$ cat src/rtl/bch_remainder_encoder_checker_macros.svh
// ----------------------------------------------------------------------------
// bch remainder encoder/checker assertion macros
// shared concurrent assertion forms for the encoder rtl
// ----------------------------------------------------------------------------
`ifndef BCH_REMAINDER_ENCODER_CHECKER_MACROS_SVH
`define BCH_REMAINDER_ENCODER_CHECKER_MACROS_SVH

// same-cycle implication, masked during reset
`define BCE_ASSERT_IMPLIES(name, clk_s, rst_s, ante, cons, msg) \
  name: assert property (@(posedge clk_s) disable iff (!rst_s) (ante) |-> (cons)) \
    else $error(msg);

// next-cycle implication, masked during reset
`define BCE_ASSERT_NEXT(name, clk_s, rst_s, ante, cons, msg) \
  name: assert property (@(posedge clk_s) disable iff (!rst_s) (ante) |=> (cons)) \
    else $error(msg);

`endif

$ cat src/rtl/bce_pkg.sv
// ----------------------------------------------------------------------------
// bce_pkg
// shared types and codes of the bch remainder encoder/checker
// ----------------------------------------------------------------------------
`default_nettype none

package bce_pkg;

  // input beat kinds (tuser of the input channel)
  localparam logic ACT_DATA  = 1'b0;
  localparam logic ACT_CHECK = 1'b1;

  // result beat kinds (tuser of the output channel)
  localparam logic KIND_CHECK_BYTE = 1'b0;
  localparam logic KIND_VERDICT    = 1'b1;

  // configuration register indexes
  localparam logic [1:0] CFG_GENERATOR   = 2'd0;
  localparam logic [1:0] CFG_DEGREE      = 2'd1;
  localparam logic [1:0] CFG_CHECK_LEN   = 2'd2;
  localparam logic [1:0] CFG_VERIFY_MODE = 2'd3;

  // register reset values
  localparam logic [6:0] DEGREE_RST    = 7'd52;
  localparam logic [3:0] CHECK_LEN_RST = 4'd7;

  // most check bytes per chunk
  localparam logic [3:0] ECC_MAX = 4'd8;

  localparam logic [7:0] BYTE_INV = 8'hff;

  // request to load the result serializer
  typedef struct packed {
    logic        valid;
    logic        kind;
    logic [63:0] value;
    logic [3:0]  count;
    logic        match;
  } bce_load_t;

endpackage

`default_nettype wire

$ cat src/rtl/bce_emit.sv
// ----------------------------------------------------------------------------
// bce_emit
// result serializer: holds one run of check bytes or a verdict and sends it
// ----------------------------------------------------------------------------
`default_nettype none

`include "bch_remainder_encoder_checker_macros.svh"

module bce_emit (
  input  wire logic                clk,
  input  wire logic                rst_n,
  input  wire bce_pkg::bce_load_t  load,
  output logic                     load_ready,
  output logic                     out_valid,
  input  wire logic                out_ready,
  output logic                     out_kind,
  output logic [7:0]               out_byte,
  output logic                     out_last,
  output logic                     out_match
);
  import bce_pkg::*;

  logic [3:0]  cnt_r,   cnt_nxt;
  logic [63:0] val_r,   val_nxt;
  logic        kind_r,  kind_nxt;
  logic        match_r, match_nxt;
  logic        fire;

  assign fire       = (cnt_r != 4'd0) && out_ready;
  assign load_ready = (cnt_r == 4'd0) || ((cnt_r == 4'd1) && out_ready);

  always_comb begin
    cnt_nxt   = cnt_r;
    val_nxt   = val_r;
    kind_nxt  = kind_r;
    match_nxt = match_r;
    if (fire) begin
      cnt_nxt = cnt_r - 4'd1;
      val_nxt = val_r >> 8;
    end
    if (load.valid) begin
      cnt_nxt   = load.count;
      val_nxt   = load.value;
      kind_nxt  = load.kind;
      match_nxt = load.match;
    end
  end

  always_ff @(posedge clk) begin
    if (!rst_n) begin
      cnt_r <= 4'd0;
    end else begin
      cnt_r <= cnt_nxt;
    end
    val_r   <= val_nxt;
    kind_r  <= kind_nxt;
    match_r <= match_nxt;
  end

  assign out_valid = (cnt_r != 4'd0);
  assign out_kind  = kind_r;
  assign out_byte  = (kind_r == KIND_VERDICT) ? 8'h00 : ~val_r[7:0];
  assign out_last  = (cnt_r == 4'd1);
  assign out_match = (kind_r == KIND_VERDICT) ? match_r : 1'b0;

  `BCE_ASSERT_IMPLIES(a_verdict_single, clk, rst_n, out_valid && (kind_r == KIND_VERDICT), cnt_r == 4'd1, "verdict run longer than one beat")
  `BCE_ASSERT_IMPLIES(a_no_load_busy, clk, rst_n, cnt_r > 4'd1, !load_ready, "serializer ready while a run is pending")
  `BCE_ASSERT_IMPLIES(a_count_range, clk, rst_n, 1'b1, cnt_r <= ECC_MAX, "run length above eight beats")
  `BCE_ASSERT_NEXT(a_drain_idle, clk, rst_n, fire && (cnt_r == 4'd1) && !load.valid, !out_valid, "beat after the last of a run without a load")

endmodule

`default_nettype wire

$ cat config.mk
export PLATFORM = sky130hd
export DESIGN_NAME = bce_emit
export DESIGN_NICKNAME = d
export VERILOG_FILES = /design/src/rtl/bce_pkg.sv /design/src/rtl/bce_emit.sv
export VERILOG_INCLUDE_DIRS = /design/src /design/src/rtl
export SDC_FILE = /design/constraint.sdc
export NUM_CORES = 1
export LEC_CHECK = 0
export ABC_CLOCK_PERIOD_IN_PS = 2900
export BUFFER_PORTS_ARGS = -buffer_cell sky130_fd_sc_hd__clkbuf_2
export CAP_MARGIN = 10
export CORE_UTILIZATION = 46
export DETAILED_ROUTE_END_ITERATION = 16
export HOLD_SLACK_MARGIN = 0.03
export PLACE_DENSITY_LB_ADDON = 0.1
export SETUP_SLACK_MARGIN = 0.05
export SYNTH_ARGS = -nofsm -noshare
export SYNTH_HDL_FRONTEND = slang
export SYNTH_SLANG_ARGS = --single-unit
export TNS_END_PERCENT = 5
$ cat constraint.sdc
create_clock -name clk -period 2.9 [get_ports clk]
set_clock_uncertainty 0.1 [all_clocks]
set_input_delay 0.29 -clock clk [delete_from_list [all_inputs] [get_ports clk]]
set_output_delay 0.29 -clock clk [all_outputs]
set_load 0.05 [all_outputs]
==> summary.md <==
| Metric | Value |
|---|---|
| Wire per inst | `13.5 um` |
| Grt ovf | `0` |
| Most frequent cells in the layout | `clkbuf_2, edfxtp_1, mux2_2` |
| Flops & latches, synth | `70` |
| Top-Level Pins | `87` |
| Worst-Skew Late Latency | `0.33 ns` |
| DR WL met3 | `343 um` |
| CTS tree | `done` |
| CTS Sinks | `70` |
| Post-CTS setup buffers | `0` |
| Die area | `6920 um^2` |
| Critical path type | `flip-flop to output port` |
| Top_reg_cell synth | `edfxtp_1` |
| EDFF count, synth | `66` |
| Post-Route WL | `4.84 mm` |
| GP Congestion | `0.773` |
| Final setup viols | `0` |
| CTS HTree Levels | `3` |
| Distinct cells, synth | `22` |
| R2r setup slk | `0.89 ns` |
| Reg area | `2060 um^2` |
| Syn avg cell area | `16.4 um^2` |
| # port buffers | `86` |
| Initial antenna violation count | `0` |
| Die width | `83.2 um` |
| CTS Hold Bufs | `2` |
| Final Cycle Share | `79.5%` |
| Reg clk slew, reported paths | `0.07 ns` |
| All-layer global routing usage | `14.9%` |
| Most common cell after layout, fill and taps aside | `clkbuf_2` |
| TritonRoute pass-1 iters | `4` |
| Core area | `6350 um^2` |
| Hold/Removal Path Class | `input pin to flip-flop` |
| Final min period | `2.31 ns` |
| Initial core utilization | `47.8%` |
| Unrepaired setup endpoints after global routing | `no` |
| Global-route wire length before repair | `7.88 mm` |
| Setup WS pre-CTS | `0.924 ns` |
| Fin. Hold Viols | `0` |
| Crit. End Element | `output port` |
| Row count | `29` |
| Detailed-route DRC error count | `0` |
| Mapped Cells | `185` |
| Ys async rst share | `0%` |
| Worst-Margin Slew | `0.429 ns` |
| CTS resizes | `0` |
| Critical path peak fanout | `7` |
| Max Cap Viol | `0` |
| Final Power | `2.32 mW` |
| Routed Antenna Nets | `0` |
| Largest net degree at the start of global routing | `36` |
| Outcome | `finished, final reports clean` |
| Peak supply drop | `0.438 mV` |
| Setup TNS | `0 ns` |
| Worst EP required | `2.51 ns` |
| Highest metal used | `met4` |
| Net Count, Synth | `261` |
| DR iter-0 viols | `83` |
| Final #Nets | `353` |
| Seq/Total Area, Yosys | `68.0%` |
| HPWL Detailed | `3.22 mm` |
| Routed metal-1 wire length | `2.13 mm` |
| Synth Warn # | `0` |
| Met2 routed WL | `2.28 mm` |
| Area Growth Syn to Fin | `23.3%` |
| Final Max Tran Viols | `0` |
| Area of the multi-input gates | `903 um^2` |
| Max Root-Sink Buffers | `2` |
| N_diodes | `0` |
| CTS Buf Count | `9` |
| Final Worst Setup Slack | `0.593 ns` |
| Vias | `1791` |
| Static Leak | `1.53 nW` |
| Filler instances | `519` |
| Vias in the first global route | `1723` |
| Rel. slew slack | `71.0%` |
| Clock root buffer | `clkbuf_8` |
| Critical Path Source Type | `flip-flop` |
| Post-Syn Area | `3030 um^2` |
| DR vias/cell | `5.02` |
| Worst EP arrival | `1.92 ns` |
| Max Fclk | `0.434 GHz` |
| Pwr per Cell Area | `621 nW/um^2` |
| Die height | `83.2 um` |
| Layout cells sized above 1 | `56.8%` |
## registers in the layout (all words and copies together), names as in the netlist
signal	cells
val_r	64
cnt_r	4
match_r	1
out_kind	1
## cells by family after synthesis
group	count (synthesis)	synth area share [%]
flip-flops	70	68.0
multiplexers	57	21.1
AND/OR/NAND/NOR	33	5.86
buffers and inverters	15	2.35
AO/OA/AOI/OAI	8	1.90
adder cells (fa/ha/maj)	2	0.825
## worst max-delay path, cell delays in order, from the launching register on
cell	delay (ns)
dfxtp_1	0.34
inv_1	0.08
ha_1	0.20
or3b_1	0.48
a21bo_1	0.22
clkbuf_2	0.26
## per-layer routing
metal	up-vias	global-route usage, %
met5	-	0
met4	0	7.52
met3	10	4.67
met2	68	24.2
met1	833	18.0
li1	880	-
## cell usage after synthesis, types with 2 or more instances
library cell | instances | share of area (%)
edfxtp_1 | 66 | 65
mux2_2 | 56 | 21
nor2_1 | 11 | 1.4
and2_1 | 9 | 1.9
buf_2 | 6 | 0.99
clkbuf_1 | 4 | 0.49
dfxtp_1 | 4 | 2.6
inv_1 | 4 | 0.49
nand3_1 | 4 | 0.66
a21oi_1 | 3 | 0.49
nand2_1 | 3 | 0.37
a2111o_1 | 2 | 0.74
ha_1 | 2 | 0.82
nand4_1 | 2 | 0.41
o21ai_0 | 2 | 0.33
## path summary, 6_finish.rpt
| path | startpoint | to | cells after the start |
|---|---|---|---|
| worst min-delay path | load[1] | cnt_r[0]$_SDFFE_PN0P_ | 3 |
| worst max register to register | cnt_r[0]$_SDFFE_PN0P_ | val_r[61]$_SDFFCE_PN0P_ | 6 |
| worst max-delay path | cnt_r[0]$_SDFFE_PN0P_ | load_ready | 5 |
| worst min register to register | val_r[63]$_SDFFCE_PN0P_ | val_r[55]$_DFFE_PP_ | 1 |
## report_power, final
group	internal, mW	switching [mW]
clock network	0.388	0.321
registers	1.25	0.0312
logic	0.148	0.182
total	1.79	0.534
## final cells by class
class	count	share of cell area, %
Tap cell	77	2.58
Sequential cell	70	55.1
Timing Repair Buffer	92	13.2
Clock buffer	12	3.61
Clock inverter	2	0.937
Multi-Input combinational cell	100	24.2
Inverter	4	0.401
## per-stage QoR
stage / utilization, % / instance area (um^2) / std cells / hold WS [ns]
final: 58.9 / 3740 / 357 / 0.104
after global routing: 58.9 / 3740 / 357 / 0.127
after CTS: 58.9 / 3740 / 357 / 0.0934
after detailed placement: 55.9 / 3550 / 341 / 0.370
after global placement: 55.9 / 3550 / 341 / 0.369
after floorplan: - / 3040 / 185 / 0.289
No activity file was read; power rests on OpenSTA's default activity.
